--- src/sv/i2cme_pkg.sv ---
`timescale 1ns / 1ps
`default_nettype none

package i2cme_pkg;

    localparam int OPCODE_W  = 2;
    localparam int BYTE_W    = 8;
    localparam int TICKS_W   = 8;
    localparam int LIMIT_W   = 10;
    localparam int PHASE_W   = 4;
    localparam int BIT_IDX_W = 4;
    localparam int CFG_IDX_W = 2;
    localparam int CFG_DATA_W = 10;

    localparam logic [TICKS_W-1:0] PHASE_TICKS_RST    = 8'd1;
    localparam logic [TICKS_W-1:0] ACK_HIGH_TICKS_RST = 8'd10;
    localparam logic [LIMIT_W-1:0] BUSY_LIMIT_RST     = 10'd500;

    localparam logic [CFG_IDX_W-1:0] CFG_PHASE_TICKS    = 2'd0;
    localparam logic [CFG_IDX_W-1:0] CFG_ACK_HIGH_TICKS = 2'd1;
    localparam logic [CFG_IDX_W-1:0] CFG_BUSY_LIMIT     = 2'd2;

    typedef enum logic [OPCODE_W-1:0] {
        OP_START = 2'd0,
        OP_STOP  = 2'd1,
        OP_WRITE = 2'd2,
        OP_READ  = 2'd3
    } t_opcode;

    typedef enum logic [1:0] {
        PIN_NONE = 2'd0,
        PIN_SCL  = 2'd1,
        PIN_SDA  = 2'd2
    } t_pin;

    typedef struct packed {
        logic [TICKS_W-1:0] phase_ticks;
        logic [TICKS_W-1:0] ack_high_ticks;
        logic [LIMIT_W-1:0] busy_limit;
    } t_cfg;

    typedef struct packed {
        logic              scl_out;
        logic              sda_out;
        logic              busy_res;
        logic              done_res;
        logic [BYTE_W-1:0] rx_byte;
        logic              nack_seen;
        logic              bus_timeout;
    } t_result;

    typedef struct packed {
        logic [PHASE_W-1:0] phase;
        logic [LIMIT_W-1:0] count;
        logic               timeout;
    } t_recover;

endpackage

`default_nettype wire

--- src/sv/i2cme_cmd_if.sv ---
`timescale 1ns / 1ps
`default_nettype none

interface i2cme_cmd_if;
    import i2cme_pkg::*;

    logic                valid;
    logic                ready;
    logic                cmd_valid;
    logic [OPCODE_W-1:0] opcode;
    logic [BYTE_W-1:0]   tx_byte;
    logic                send_nack;
    logic                sda_in;

    modport source (output valid, cmd_valid, opcode, tx_byte, send_nack, sda_in,
                    input ready);
    modport sink (input valid, cmd_valid, opcode, tx_byte, send_nack, sda_in,
                  output ready);
endinterface

`default_nettype wire

--- src/sv/i2cme_res_if.sv ---
`timescale 1ns / 1ps
`default_nettype none

interface i2cme_res_if;
    import i2cme_pkg::*;

    logic              valid;
    logic              ready;
    logic              scl_out;
    logic              sda_out;
    logic              busy_res;
    logic              done_res;
    logic [BYTE_W-1:0] rx_byte;
    logic              nack_seen;
    logic              bus_timeout;

    modport source (output valid, scl_out, sda_out, busy_res, done_res, rx_byte,
                    nack_seen, bus_timeout, input ready);
    modport sink (input valid, scl_out, sda_out, busy_res, done_res, rx_byte,
                  nack_seen, bus_timeout, output ready);
endinterface

`default_nettype wire

--- src/sv/i2cme_cfg_regs.sv ---
`timescale 1ns / 1ps
`default_nettype none

module i2cme_cfg_regs (
    input  wire logic                              i_clk,
    input  wire logic                              i_rst_n,
    input  wire logic                              i_cfg_we,
    input  wire logic [i2cme_pkg::CFG_IDX_W-1:0]   i_cfg_idx,
    input  wire logic [i2cme_pkg::CFG_DATA_W-1:0]  i_cfg_data,
    output i2cme_pkg::t_cfg                        o_cfg
);
    import i2cme_pkg::*;

    t_cfg r_cfg;
    t_cfg n_cfg;

    always_comb begin
        n_cfg = r_cfg;
        if (i_cfg_we) begin
            case (i_cfg_idx)
                CFG_PHASE_TICKS:    n_cfg.phase_ticks    = i_cfg_data[TICKS_W-1:0];
                CFG_ACK_HIGH_TICKS: n_cfg.ack_high_ticks = i_cfg_data[TICKS_W-1:0];
                CFG_BUSY_LIMIT:     n_cfg.busy_limit     = i_cfg_data[LIMIT_W-1:0];
                default: ;
            endcase
        end
    end

    always_ff @(posedge i_clk) begin
        if (!i_rst_n) begin
            r_cfg.phase_ticks    <= PHASE_TICKS_RST;
            r_cfg.ack_high_ticks <= ACK_HIGH_TICKS_RST;
            r_cfg.busy_limit     <= BUSY_LIMIT_RST;
        end else begin
            r_cfg <= n_cfg;
        end
    end

    assign o_cfg = r_cfg;

endmodule

`default_nettype wire

--- src/sv/i2cme_seq.sv ---
`timescale 1ns / 1ps
`default_nettype none

module i2cme_seq (
    input  wire logic                            i_clk,
    input  wire logic                            i_rst_n,
    input  i2cme_pkg::t_cfg                      i_cfg,
    input  wire logic                            i_step,
    input  wire logic                            i_cmd_valid,
    input  wire logic [i2cme_pkg::OPCODE_W-1:0]  i_opcode,
    input  wire logic [i2cme_pkg::BYTE_W-1:0]    i_tx_byte,
    input  wire logic                            i_send_nack,
    input  wire logic                            i_sda_in,
    output i2cme_pkg::t_result                   o_next
);
    import i2cme_pkg::*;

    t_opcode              r_cmd, n_cmd;
    logic                 r_running, n_running;
    logic                 r_nack_choice, n_nack_choice;
    logic [PHASE_W-1:0]   r_phase, n_phase;
    logic [TICKS_W-1:0]   r_hold, n_hold;
    logic [BIT_IDX_W-1:0] r_bit_idx, n_bit_idx;
    logic [BYTE_W-1:0]    r_shift, n_shift;
    logic [LIMIT_W-1:0]   r_recover, n_recover;
    logic                 r_scl, n_scl;
    logic                 r_sda, n_sda;
    logic                 r_nack, n_nack;
    logic                 r_timeout, n_timeout;
    logic [BYTE_W-1:0]    r_rx, n_rx;

    t_opcode              w_op;
    t_recover             w_rec_accept;
    t_recover             w_rec_run;
    logic [LIMIT_W-1:0]   w_rc_start;
    t_pin                 w_pin;
    logic                 w_val;
    logic                 w_long;
    logic                 w_last;
    logic [TICKS_W-1:0]   w_dur;
    logic                 w_hold_more;
    logic [BIT_IDX_W-1:0] w_bit_next;
    logic [PHASE_W-1:0]   w_next_phase;
    logic                 w_done;

    function automatic t_recover recover_step(input logic sda,
                                              input logic [LIMIT_W-1:0] count);
        t_recover res;
        res.phase   = 4'd2;
        res.count   = count;
        res.timeout = 1'b0;
        if (!sda) begin
            if (count <= 10'd1) begin
                res.count   = '0;
                res.timeout = 1'b1;
            end else begin
                res.count = count - 10'd1;
                res.phase = 4'd0;
            end
        end
        return res;
    endfunction

    assign w_op         = t_opcode'(i_opcode);
    assign w_rc_start   = (i_cfg.busy_limit != '0) ? i_cfg.busy_limit : 10'd1;
    assign w_rec_accept = recover_step(i_sda_in, w_rc_start);
    assign w_rec_run    = recover_step(i_sda_in, r_recover);
    assign w_bit_next   = r_bit_idx + 4'd1;

    // Pin step table for the current command and phase.
    always_comb begin
        w_pin  = PIN_NONE;
        w_val  = 1'b0;
        w_long = 1'b0;
        w_last = 1'b0;
        case (r_cmd)
            OP_START: begin
                case (r_phase)
                    4'd0: begin w_pin = PIN_SCL; w_val = 1'b0; end
                    4'd1: begin w_pin = PIN_SCL; w_val = 1'b1; end
                    4'd2: begin w_pin = PIN_SCL; w_val = 1'b0; end
                    4'd3: begin w_pin = PIN_SDA; w_val = 1'b1; end
                    4'd4: begin w_pin = PIN_SCL; w_val = 1'b1; end
                    4'd5: begin w_pin = PIN_SDA; w_val = 1'b0; end
                    4'd6: begin w_pin = PIN_SCL; w_val = 1'b0; w_last = 1'b1; end
                    default: w_last = 1'b1;
                endcase
            end
            OP_STOP: begin
                case (r_phase)
                    4'd0: begin w_pin = PIN_SCL; w_val = 1'b0; end
                    4'd1: begin w_pin = PIN_SDA; w_val = 1'b0; end
                    4'd2: begin w_pin = PIN_SCL; w_val = 1'b1; end
                    4'd3: begin w_pin = PIN_SDA; w_val = 1'b1; w_last = 1'b1; end
                    default: w_last = 1'b1;
                endcase
            end
            OP_WRITE: begin
                case (r_phase)
                    4'd0: begin w_pin = PIN_SCL; w_val = 1'b0; end
                    4'd1: begin w_pin = PIN_SDA; w_val = r_shift[BYTE_W-1]; end
                    4'd2: begin w_pin = PIN_SCL; w_val = 1'b1; end
                    4'd3: begin w_pin = PIN_SCL; w_val = 1'b0; end
                    4'd4: begin w_pin = PIN_SDA; w_val = 1'b1; end
                    4'd5: begin w_pin = PIN_SCL; w_val = 1'b0; end
                    4'd6: begin w_pin = PIN_SDA; w_val = 1'b1; end
                    4'd7: begin w_pin = PIN_SCL; w_val = 1'b1; w_long = 1'b1; end
                    4'd8: begin w_pin = PIN_SCL; w_val = 1'b0; end
                    4'd9: begin w_pin = PIN_SDA; w_val = 1'b1; w_last = 1'b1; end
                    default: w_last = 1'b1;
                endcase
            end
            default: begin
                case (r_phase)
                    4'd0: begin w_pin = PIN_SCL; w_val = 1'b1; end
                    4'd1: begin w_pin = PIN_SCL; w_val = 1'b0; end
                    4'd2: begin w_pin = PIN_SCL; w_val = 1'b0; end
                    4'd3: begin w_pin = PIN_SDA; w_val = r_nack_choice; end
                    4'd4: begin w_pin = PIN_SCL; w_val = 1'b1; w_long = 1'b1; end
                    4'd5: begin w_pin = PIN_SCL; w_val = 1'b0; end
                    4'd6: begin w_pin = PIN_SDA; w_val = 1'b1; w_last = 1'b1; end
                    default: w_last = 1'b1;
                endcase
            end
        endcase
    end

    always_comb begin
        w_dur = w_long ? i_cfg.ack_high_ticks : i_cfg.phase_ticks;
        if (w_dur == '0) begin
            w_dur = 8'd1;
        end
    end

    assign w_hold_more = ({1'b0, r_hold} + 9'd1) < {1'b0, w_dur};

    always_comb begin
        n_cmd         = r_cmd;
        n_running     = r_running;
        n_nack_choice = r_nack_choice;
        n_phase       = r_phase;
        n_hold        = r_hold;
        n_bit_idx     = r_bit_idx;
        n_shift       = r_shift;
        n_recover     = r_recover;
        n_scl         = r_scl;
        n_sda         = r_sda;
        n_nack        = r_nack;
        n_timeout     = r_timeout;
        n_rx          = r_rx;
        w_done        = 1'b0;
        w_next_phase  = r_phase + 4'd1;

        if (i_step) begin
            if (!r_running) begin
                if (i_cmd_valid) begin
                    n_cmd         = w_op;
                    n_nack_choice = i_send_nack;
                    n_shift       = (w_op == OP_WRITE) ? i_tx_byte : '0;
                    n_nack        = 1'b0;
                    n_timeout     = 1'b0;
                    n_bit_idx     = '0;
                    n_hold        = '0;
                    n_running     = 1'b1;
                    n_phase       = '0;
                    if (w_op == OP_START) begin
                        n_recover = w_rec_accept.count;
                        n_phase   = w_rec_accept.phase;
                        n_timeout = w_rec_accept.timeout;
                    end
                end
            end else begin
                case (w_pin)
                    PIN_SCL: n_scl = w_val;
                    PIN_SDA: n_sda = w_val;
                    default: ;
                endcase
                if (w_pin == PIN_NONE) begin
                    n_running = 1'b0;
                    w_done    = 1'b1;
                end else if (w_hold_more) begin
                    n_hold = r_hold + 8'd1;
                end else begin
                    n_hold = '0;
                    case (r_cmd)
                        OP_START: begin
                            if (r_phase == 4'd1) begin
                                n_recover    = w_rec_run.count;
                                w_next_phase = w_rec_run.phase;
                                n_timeout    = r_timeout | w_rec_run.timeout;
                            end
                        end
                        OP_WRITE: begin
                            if (r_phase == 4'd1) begin
                                n_shift = {r_shift[BYTE_W-2:0], 1'b0};
                            end
                            if (r_phase == 4'd2) begin
                                n_bit_idx    = w_bit_next;
                                w_next_phase = (w_bit_next < 4'd8) ? 4'd0 : 4'd3;
                            end
                            if (r_phase == 4'd7) begin
                                n_nack = i_sda_in;
                            end
                        end
                        OP_READ: begin
                            if (r_phase == 4'd0) begin
                                n_shift = {r_shift[BYTE_W-2:0], i_sda_in};
                            end
                            if (r_phase == 4'd1) begin
                                n_bit_idx    = w_bit_next;
                                w_next_phase = (w_bit_next < 4'd8) ? 4'd0 : 4'd2;
                            end
                            if (w_last) begin
                                n_rx = n_shift;
                            end
                        end
                        default: ;
                    endcase
                    if (w_last) begin
                        n_running = 1'b0;
                        w_done    = 1'b1;
                    end else begin
                        n_phase = w_next_phase;
                    end
                end
            end
        end
    end

    always_ff @(posedge i_clk) begin
        if (!i_rst_n) begin
            r_cmd         <= OP_START;
            r_running     <= 1'b0;
            r_nack_choice <= 1'b0;
            r_phase       <= '0;
            r_hold        <= '0;
            r_bit_idx     <= '0;
            r_shift       <= '0;
            r_recover     <= '0;
            r_scl         <= 1'b1;
            r_sda         <= 1'b1;
            r_nack        <= 1'b0;
            r_timeout     <= 1'b0;
            r_rx          <= '0;
        end else begin
            r_cmd         <= n_cmd;
            r_running     <= n_running;
            r_nack_choice <= n_nack_choice;
            r_phase       <= n_phase;
            r_hold        <= n_hold;
            r_bit_idx     <= n_bit_idx;
            r_shift       <= n_shift;
            r_recover     <= n_recover;
            r_scl         <= n_scl;
            r_sda         <= n_sda;
            r_nack        <= n_nack;
            r_timeout     <= n_timeout;
            r_rx          <= n_rx;
        end
    end

    assign o_next.scl_out     = n_scl;
    assign o_next.sda_out     = n_sda;
    assign o_next.busy_res    = n_running;
    assign o_next.done_res    = w_done;
    assign o_next.rx_byte     = n_rx;
    assign o_next.nack_seen   = n_nack;
    assign o_next.bus_timeout = n_timeout;

    a_phase_range: assert property (@(posedge i_clk) disable iff (!i_rst_n)
        r_running |-> r_phase <= 4'd9)
        else $error("sequence phase out of range");

    a_hold_range: assert property (@(posedge i_clk) disable iff (!i_rst_n)
        r_running |-> r_hold < 8'd255)
        else $error("hold counter overran the longest phase");

    a_timeout_start: assert property (@(posedge i_clk) disable iff (!i_rst_n)
        $rose(r_timeout) |-> r_cmd == OP_START)
        else $error("bus timeout raised outside a start command");

endmodule

`default_nettype wire

--- src/sv/i2c_master_byte_engine.sv ---
`timescale 1ns / 1ps
`default_nettype none

// Each accepted transaction is one bus tick; its result is registered, offered the next cycle.
// One tick per cycle while result side stays ready, set by the per-tick sequencer state update.
// A new tick is taken whenever the result register is empty or being emptied in the same cycle.
// Synchronous active-low reset releases sequencer pins and status and loads register defaults.
module i2c_master_byte_engine (
    input  wire logic                              i_clk,
    input  wire logic                              i_rst_n,
    i2cme_cmd_if.sink                              i_cmd,
    i2cme_res_if.source                            o_res,
    input  wire logic                              i_cfg_we,
    input  wire logic [i2cme_pkg::CFG_IDX_W-1:0]   i_cfg_idx,
    input  wire logic [i2cme_pkg::CFG_DATA_W-1:0]  i_cfg_data
);
    import i2cme_pkg::*;

    t_cfg    w_cfg;
    t_result w_next;
    logic    w_ready;
    logic    w_step;
    logic    r_out_valid, n_out_valid;
    t_result r_res;

    i2cme_cfg_regs u_cfg_regs (
        .i_clk      (i_clk),
        .i_rst_n    (i_rst_n),
        .i_cfg_we   (i_cfg_we),
        .i_cfg_idx  (i_cfg_idx),
        .i_cfg_data (i_cfg_data),
        .o_cfg      (w_cfg)
    );

    i2cme_seq u_seq (
        .i_clk       (i_clk),
        .i_rst_n     (i_rst_n),
        .i_cfg       (w_cfg),
        .i_step      (w_step),
        .i_cmd_valid (i_cmd.cmd_valid),
        .i_opcode    (i_cmd.opcode),
        .i_tx_byte   (i_cmd.tx_byte),
        .i_send_nack (i_cmd.send_nack),
        .i_sda_in    (i_cmd.sda_in),
        .o_next      (w_next)
    );

    assign w_ready     = !r_out_valid || o_res.ready;
    assign w_step      = i_cmd.valid && w_ready;
    assign i_cmd.ready = w_ready;

    always_comb begin
        n_out_valid = r_out_valid;
        if (w_step) begin
            n_out_valid = 1'b1;
        end else if (o_res.ready) begin
            n_out_valid = 1'b0;
        end
    end

    always_ff @(posedge i_clk) begin
        if (!i_rst_n) begin
            r_out_valid <= 1'b0;
        end else begin
            r_out_valid <= n_out_valid;
        end
    end

    always_ff @(posedge i_clk) begin
        if (w_step) begin
            r_res <= w_next;
        end
    end

    assign o_res.valid       = r_out_valid;
    assign o_res.scl_out     = r_res.scl_out;
    assign o_res.sda_out     = r_res.sda_out;
    assign o_res.busy_res    = r_res.busy_res;
    assign o_res.done_res    = r_res.done_res;
    assign o_res.rx_byte     = r_res.rx_byte;
    assign o_res.nack_seen   = r_res.nack_seen;
    assign o_res.bus_timeout = r_res.bus_timeout;

    a_done_not_busy: assert property (@(posedge i_clk) disable iff (!i_rst_n)
        r_out_valid && r_res.done_res |-> !r_res.busy_res)
        else $error("completed command still reported busy");

    a_step_fills: assert property (@(posedge i_clk) disable iff (!i_rst_n)
        w_step |=> r_out_valid)
        else $error("accepted tick produced no result");

    a_done_needs_step: assert property (@(posedge i_clk) disable iff (!i_rst_n)
        !w_step |-> !w_next.done_res)
        else $error("completion signalled without an accepted tick");

endmodule

`default_nettype wire
--- src/flat_wrapper.sv ---
// flat-port wrapper written by rule: the top's interface ports become plain ports
module i2c_master_byte_engine_flat import i2cme_pkg::*;
  (i_clk, i_rst_n, i_cfg_we, i_cfg_idx, i_cfg_data, i_cmd_valid, i_cmd_cmd_valid, i_cmd_opcode, i_cmd_tx_byte, i_cmd_send_nack, i_cmd_sda_in, i_cmd_ready, o_res_valid, o_res_scl_out, o_res_sda_out, o_res_busy_res, o_res_done_res, o_res_rx_byte, o_res_nack_seen, o_res_bus_timeout, o_res_ready);
  i2cme_cmd_if i_cmd_i ();
  i2cme_res_if o_res_i ();
  input  wire logic i_clk;
  input  wire logic i_rst_n;
  input  wire logic i_cfg_we;
  input  wire logic [i2cme_pkg::CFG_IDX_W-1:0] i_cfg_idx;
  input  wire logic [i2cme_pkg::CFG_DATA_W-1:0] i_cfg_data;
  input wire logic [$bits(i_cmd_i.valid)-1:0] i_cmd_valid;
  input wire logic [$bits(i_cmd_i.cmd_valid)-1:0] i_cmd_cmd_valid;
  input wire logic [$bits(i_cmd_i.opcode)-1:0] i_cmd_opcode;
  input wire logic [$bits(i_cmd_i.tx_byte)-1:0] i_cmd_tx_byte;
  input wire logic [$bits(i_cmd_i.send_nack)-1:0] i_cmd_send_nack;
  input wire logic [$bits(i_cmd_i.sda_in)-1:0] i_cmd_sda_in;
  output wire logic [$bits(i_cmd_i.ready)-1:0] i_cmd_ready;
  output wire logic [$bits(o_res_i.valid)-1:0] o_res_valid;
  output wire logic [$bits(o_res_i.scl_out)-1:0] o_res_scl_out;
  output wire logic [$bits(o_res_i.sda_out)-1:0] o_res_sda_out;
  output wire logic [$bits(o_res_i.busy_res)-1:0] o_res_busy_res;
  output wire logic [$bits(o_res_i.done_res)-1:0] o_res_done_res;
  output wire logic [$bits(o_res_i.rx_byte)-1:0] o_res_rx_byte;
  output wire logic [$bits(o_res_i.nack_seen)-1:0] o_res_nack_seen;
  output wire logic [$bits(o_res_i.bus_timeout)-1:0] o_res_bus_timeout;
  input wire logic [$bits(o_res_i.ready)-1:0] o_res_ready;
  assign i_cmd_i.valid = i_cmd_valid;
  assign i_cmd_i.cmd_valid = i_cmd_cmd_valid;
  assign i_cmd_i.opcode = i_cmd_opcode;
  assign i_cmd_i.tx_byte = i_cmd_tx_byte;
  assign i_cmd_i.send_nack = i_cmd_send_nack;
  assign i_cmd_i.sda_in = i_cmd_sda_in;
  assign i_cmd_ready = i_cmd_i.ready;
  assign o_res_valid = o_res_i.valid;
  assign o_res_scl_out = o_res_i.scl_out;
  assign o_res_sda_out = o_res_i.sda_out;
  assign o_res_busy_res = o_res_i.busy_res;
  assign o_res_done_res = o_res_i.done_res;
  assign o_res_rx_byte = o_res_i.rx_byte;
  assign o_res_nack_seen = o_res_i.nack_seen;
  assign o_res_bus_timeout = o_res_i.bus_timeout;
  assign o_res_i.ready = o_res_ready;
  i2c_master_byte_engine u_core (.i_clk(i_clk), .i_rst_n(i_rst_n), .i_cmd(i_cmd_i), .o_res(o_res_i), .i_cfg_we(i_cfg_we), .i_cfg_idx(i_cfg_idx), .i_cfg_data(i_cfg_data));
endmodule
--- config.mk ---
export PLATFORM = sky130hd
export DESIGN_NAME = i2c_master_byte_engine_flat
export DESIGN_NICKNAME = d
export VERILOG_FILES = /design/src/sv/i2cme_pkg.sv /design/src/sv/i2cme_cmd_if.sv /design/src/sv/i2cme_res_if.sv /design/src/sv/i2cme_cfg_regs.sv /design/src/sv/i2cme_seq.sv /design/src/sv/i2c_master_byte_engine.sv /design/src/flat_wrapper.sv
export SDC_FILE = /design/constraint.sdc
export NUM_CORES = 1
export LEC_CHECK = 0
export BUFFER_PORTS_ARGS = -buffer_cell sky130_fd_sc_hd__buf_4
export CORE_MARGIN = 2
export CORE_UTILIZATION = 45
export CTS_CLUSTER_SIZE = 24
export DETAILED_ROUTE_END_ITERATION = 8
export PLACE_DENSITY = 0.59
export SLEW_MARGIN = 0
export SYNTH_ARGS = -nofsm -noshare
export SYNTH_HDL_FRONTEND = slang
export SYNTH_SLANG_ARGS = --single-unit
--- constraint.sdc ---
create_clock -name i_clk -period 10 [get_ports i_clk]
set_input_delay 1 -clock i_clk [delete_from_list [all_inputs] [get_ports i_clk]]
set_output_delay 1 -clock i_clk [all_outputs]
set_load 0.02 [all_outputs]
== Word-level counts from Yosys, hierarchy flattened ==
Cells that the tools add are included.
W data, S select, Z words.

* Bits in registers: 91
* Bits of input ports: 30
* Output and inout port bits: 16
* Logic and storage cells: 205

* Add/subtract/negate cells: 6
* $lt $le $gt $ge: 4
* Eq/ne operators: 27
* Muxes and demuxes: 104
* Bitwise gates (word level): 2
* Reductions and logical operators: 38

{| class="wikitable"
|+ Operators with widths
! operator !! count
|-
| $mux W8 || 19
|-
| $mux W10 || 10
|-
| $mux W4 || 15
|-
| $mux W1 || 41
|-
| $mux W13 || 2
|-
| $le A10 B1 Y1 const B || 2
|-
| $sub A10 B1 Y10 const B || 2
|-
| $eq A4 B3 Y1 const B || 4
|-
| $pmux W2 S2 || 4
|-
| $pmux W8 S2 || 1
|-
| $reduce_or A5 Y1 || 3
|-
| $pmux W4 S3 || 1
|-
| $reduce_or A2 Y1 || 6
|-
| $reduce_or A6 Y1 || 2
|-
| $eq A2 B2 Y1 const B || 5
|-
| $reduce_bool A10 Y1 || 1
|-
| $add A8 B1 Y9 const B || 1
|-
| $lt A9 B8 Y1 || 1
|-
| $ne A3 B3 Y1 const B || 3
|-
| $reduce_or A3 Y1 || 3
|-
| $reduce_or A9 Y1 || 1
|-
| $add A4 B1 Y4 const B || 2
|-
| $add A8 B1 Y8 const B || 1
|-
| $eq A4 B2 Y1 const B || 2
|-
| other kinds (28) || 49
|}

== Depth between registers and ports, before layout ==
* Depth after elaboration: 11
* Depth in mapped cells: 15
* Mapped depth without buffers: 13

== Cells and area by module ==
A second synthesis with hierarchy kept.

* Cells, all modules: 676
* Area total of the unflattened synthesis: 5846.9 um^2

{| class="wikitable"
|+ By module, submodules not included
! module !! instances !! cells an instance !! area each (um^2) !! seq. area each (um^2)
|-
| i2cme_seq || 1 || 547 || 4320.4 || 1001.0
|-
| i2cme_cfg_regs || 1 || 110 || 1048.5 || 520.5
|-
| i2c_master_byte_engine || 1 || 19 || 478.0 || 440.4
|}

== Least setup slack after synthesis ==
Ideal clock, no wire load.

* Path kind: input to register
* From: input o_res_ready
* To: register u_core.u_seq.r_phase[3]
* Setup time: 0.101 ns
* Data arrival time: 3.228 ns
* Required time: 9.899 ns
* Path slack: 6.671 ns
* Stages on the path: 7
* Buffers on the path: 1
* Cell sequence: nand2b_1 > and2_1 > clkbuf_1 > o21ai_0 > a31oi_4 > nand3_2 > o41ai_1

* Cells in the longest elaborated chain, start to end: 3

{| class="wikitable"
|+ RTL lines
! element !! line !! source
|-
| start: declaration || flat_wrapper.sv:26 || <nowiki>input wire logic [$bits(o_res_i.ready)-1:0] o_res_ready;</nowiki>
|-
| $logic_or A1 B1 Y1 || i2c_master_byte_engine.sv:48 || <nowiki>assign w_ready = !r_out_valid || o_res.ready;</nowiki>
|-
| $logic_and A1 B1 Y1 || i2c_master_byte_engine.sv:49 || <nowiki>assign w_step = i_cmd.valid && w_ready;</nowiki>
|-
| $reduce_and A5 Y1 (no line) || n/a ||
|-
| end signal: assignment || i2cme_seq.sv:249 || <nowiki>r_phase <= n_phase;</nowiki>
|-
| end: declaration || i2cme_seq.sv:21 || <nowiki>logic [PHASE_W-1:0] r_phase, n_phase;</nowiki>
|}

No other way between the ends.
A chain may end at the register's enable or synchronous reset.

== Worst setup path in the final report ==
* From: register u_core.u_seq.r_cmd[1]
* To: register u_core.u_seq.r_hold[4]

* Cells in the longest elaborated chain, start to end: 10
* Elaborated cells between the ends (all ways): 16
* Those cells by class: order compare (1); eq/ne (3); mux (7); reduce/logical (5)

{| class="wikitable"
|+ RTL lines
! element !! line !! source
|-
| start: declaration || i2cme_seq.sv:18 || <nowiki>t_opcode r_cmd, n_cmd;</nowiki>
|-
| start signal: assignment || i2cme_seq.sv:246 || <nowiki>r_cmd <= n_cmd;</nowiki>
|-
| $eq A2 B1 Y1 or $logic_not A2 Y1 (tied branches) || i2cme_seq.sv:76 || <nowiki>case (r_cmd)</nowiki>
|-
| $reduce_or A2 Y1 (no line) || n/a ||
|-
| $pmux W1 S2 || i2cme_seq.sv:76 ||
|-
| $mux W8 || i2cme_seq.sv:129 || <nowiki>w_dur = w_long ? i_cfg.ack_high_ticks : i_cfg.phase_ticks;</nowiki>
|-
| $logic_not A8 Y1 || i2cme_seq.sv:130 || <nowiki>if (w_dur == '0) begin</nowiki>
|-
| $mux W8 || i2cme_seq.sv:130 ||
|-
| $lt A9 B8 Y1 || i2cme_seq.sv:135 || <nowiki>assign w_hold_more = ({1'b0, r_hold} + 9'd1) < {1'b0, w_dur};</nowiki>
|-
| $mux W8 || i2cme_seq.sv:181 || <nowiki>end else if (w_hold_more) begin</nowiki>
|-
| $mux W8 || i2cme_seq.sv:178 || <nowiki>if (w_pin == PIN_NONE) begin</nowiki>
|-
| $mux W8 || i2cme_seq.sv:155 || <nowiki>if (!r_running) begin</nowiki>
|-
| end signal: assignment || i2cme_seq.sv:250 || <nowiki>r_hold <= n_hold;</nowiki>
|-
| end: declaration || i2cme_seq.sv:22 || <nowiki>logic [TICKS_W-1:0] r_hold, n_hold;</nowiki>
|}

Parallel ways exist; a longest one is shown, timed or not. The select of a mux whose other input is x is not followed.

==> results.json <==
{
  "post-dp-hpwl_um": 9840,
  "min_period_ns": 3.92,
  "synth_cell_types": 85,
  "synth_common_cells": "dfxtp_1, nand2_1, nor2_1",
  "die_w_um": 113,
  "synth_compound_gate_area_share_pct": 20.7,
  "finalCritPeriodShare_pct": 39.2,
  "ant_nets": 0,
  "clock_path_buffers": 2,
  "cts_max_level": 3,
  "dieHeight_um": 113,
  "cpMaxStageDelayCell": "a2111oi_2",
  "ys_seq_elements": 91,
  "area_growth_pct": 12.8,
  "synthMuxAreaShare_pct": 9.07,
  "vias_per_cell": 5.99,
  "tritoncts": "done",
  "start_util_pct": 46.6,
  "yosys.area.top_type": "dfxtp_1",
  "drv_slew": 0,
  "ys_seq_area_share_pct": 36.4,
  "clkLatencyLatePin_ns": 0.35,
  "nNetsFinal": 702,
  "p_leak_nw": 2.29,
  "rows": 39,
  "max_stage_delay_ns": 0.78,
  "core_um2": 11600,
  "critical_path_peak_fanout": 15,
  "clockRootBuffer": "clkbuf_16",
  "first_pass_iters": 8,
  "grt.overflow.total": 0,
  "grt_util_all_layers_pct": 22.0,
  "synth_edf_count": 14,
  "gp_congestion": 0.830,
  "worstMarginPinSlew_ns": 1.02,
  "yosysMostFrequentCell": "dfxtp_1",
  "cts_hold_buffers": 0,
  "dpl_cell_area_um2": 5790,
  "crit_type": "register to register",
  "grt_first_pass_wirelength_um": 22700,
  "seqCellArea_um2": 1960,
  "syn_area_um2": 5390,
  "max_freq_ghz": 0.255,
  "yosys.area.top_type_share_pct": 28.6,
  "fill_cells": 1091,
  "final_hold_viol_count": 0,
  "crit_family": "compound AO/OA/AOI/OAI gates",
  "drt_iter0_markers": 268,
  "final_util_pct": 52.6,
  "cp-start-kind": "register",
  "clk_pin_slew_worst_paths_ns": 0.07,
  "ios": 46,
  "cts_setup_buffers": 0,
  "yosysWarningCount": 0,
  "cp.required_ns": 10.27,
  "grt_pass1_vias": 4636,
  "n_antenna_cell": 0,
  "async_flop_share_pct": 0,
  "layout-drive-gt1-share_pct": 14.3,
  "ir_drop_uv": 91.1,
  "status": "completed",
  "fin_tns_setup_ns": 0,
  "fp.dieArea_um2": 12900,
  "rsz0062_at_grt": "no",
  "worstPathCellList": "ha_1, nand2_1, a21oi_4, mux2i_1, ha_1, a21oi_1, a21boi_0, o31a_1, a2111oi_2, and2_1, o21ai_1, a21oi_1",
  "cts_resized": 0,
  "port_buffers": 45,
  "drc": 0,
  "final_cell_area_um2": 6080,
  "syn_nets": 674,
  "routed-via-count": 4788,
  "synth_area_leaders": "dfxtp_1, edfxtp_1, mux2i_1, nand2_1, ha_1",
  "synth_fa_ha_area_share_pct": 4.87,
  "multi_input_area_um2": 3220,
  "synth_flop_cell": "dfxtp_1",
  "syn_inst": 623,
  "synth_top_family_by_area": "simple AND/OR/NAND/NOR gates",
  "synthSimpleGateAreaFrac_pct": 22.6,
  "synthXorXnorAreaFrac_pct": 2.44,
  "grt_max_degree": 45,
  "path_buf_inv": 0,
  "fin_worst_skew_ns": 0.00817,
  "maxCapViolations": 0,
  "powerDensity_nw_per_um2": 142,
  "end_kind": "register",
  "hold_path.class": "register to register",
  "maxSlewHeadroom_pct": 31.7,
  "antenna_found_initial": 0,
  "cp.arrival_ns": 4.19,
  "syn_avg_cell_area_um2": 8.66,
  "final-setup-viol-count": 0,
  "cts_made_buffers": 9,
  "wl_per_cell_um": 17.4,
  "routed_wl_um": 13900,
  "clkSinkCount": 91
}
per-stage QoR:
| stage | std cells | total power, W | hold WS, ns | worst slack [ns] |
|---|---|---|---|---|
| after detailed placement | 783 | 0.000525 | 0.455 | 6.09 |
| after global routing | 799 | 0.000895 | 0.479 | 5.76 |
| final | 799 | 0.000864 | 0.462 | 6.08 |
| after floorplan | 623 | 0.000485 | 0.437 | 6.67 |
| after global placement | 783 | 0.000522 | 0.449 | 6.24 |
| after CTS | 799 | 0.000869 | 0.464 | 6.07 |
per-layer routing:
metal	vias up	global-route usage [%]	wire length, um
li1	2347	-	-
met2	114	35.8	6700
met1	2297	28.3	6210
met3	30	3.24	580
met5	-	0	0
met4	0	11.8	431
registers in the layout, summed over array words and instances (netlist names), 2 cells and up:
register / count
u_core.u_seq.r_phase: 4
u_core.u_cfg_regs.o_cfg: 26
u_core.u_seq.r_recover: 10
u_core.u_seq.r_bit_idx: 4
u_core.u_seq.r_cmd: 2
u_core.u_seq.r_rx: 8
u_core.o_res.rx_byte: 8
u_core.u_seq.r_shift: 8
u_core.u_seq.r_hold: 8
final timing paths:
kind | slack (ns) | cells after the start | end | startpoint
worst max-delay path | 6.08 | 12 | u_core.u_seq.r_hold[4] | u_core.u_seq.r_cmd[1]
worst min-delay path | 0.46 | 2 | u_core.u_seq.r_rx[1] | u_core.u_seq.r_rx[1]
worst max register to register | 6.08 | 12 | u_core.u_seq.r_hold[4] | u_core.u_seq.r_cmd[1]
worst min register to register | 0.46 | 2 | u_core.u_seq.r_rx[1] | u_core.u_seq.r_rx[1]
cell type report:
class	count	area share [%]
well taps	143	2.94
repair buffers	48	5.92
inverters	18	1.11
clock inverters	6	1.07
clock buffers	10	3.76
multi-input cells	483	52.9
flip-flops and latches	91	32.3
kinds of logic after synthesis:
kind of cell / Yosys count
fa+ha+maj: 21
xor+xnor: 15
mux: 47
compound gates: 149
simple gates: 251
flops: 91
buf+inv: 49
report_power, final:
part | internal [W] | leakage [nW] | switching (W) | total, W
Sequential | 0.000383 | 0.761 | 0.00000988 | 0.000393
Clock | 0.000194 | 0.143 | 0.000153 | 0.000347
Combinational | 0.0000476 | 1.38 | 0.0000760 | 0.000124
Total | 0.000625 | 2.29 | 0.000239 | 0.000864
worst min-delay path: stages, from the launching register on:
cell and delay [ns]:
dfxtp_1 0.30, nand2_1 0.06, a21oi_1 0.06
layout by cell type (no fill, tap or decap), types with 4 or more instances in the layout:
cell type   n
dfxtp_1    77
nand2_1    76
nor2_1     50
buf_4      48
a21oi_1    39
mux2i_1    35
nor3_1     34
nand3_1    24
ha_1       21
o21ai_0    19
inv_1      15
edfxtp_1   14
xnor2_1    11
or2_1      11
nand2b_1   10
o21ai_1    10
mux2_2      9
clkbuf_16   9
and2_1      8
a222oi_1    7
o311ai_1    6
nand3b_1    5
or3_1       5
o22ai_1     5
or4_1       4
xor2_1      4
nor4_1      4
a22oi_1     4
o31ai_1     4
Power figures use the tool's default switching activity.
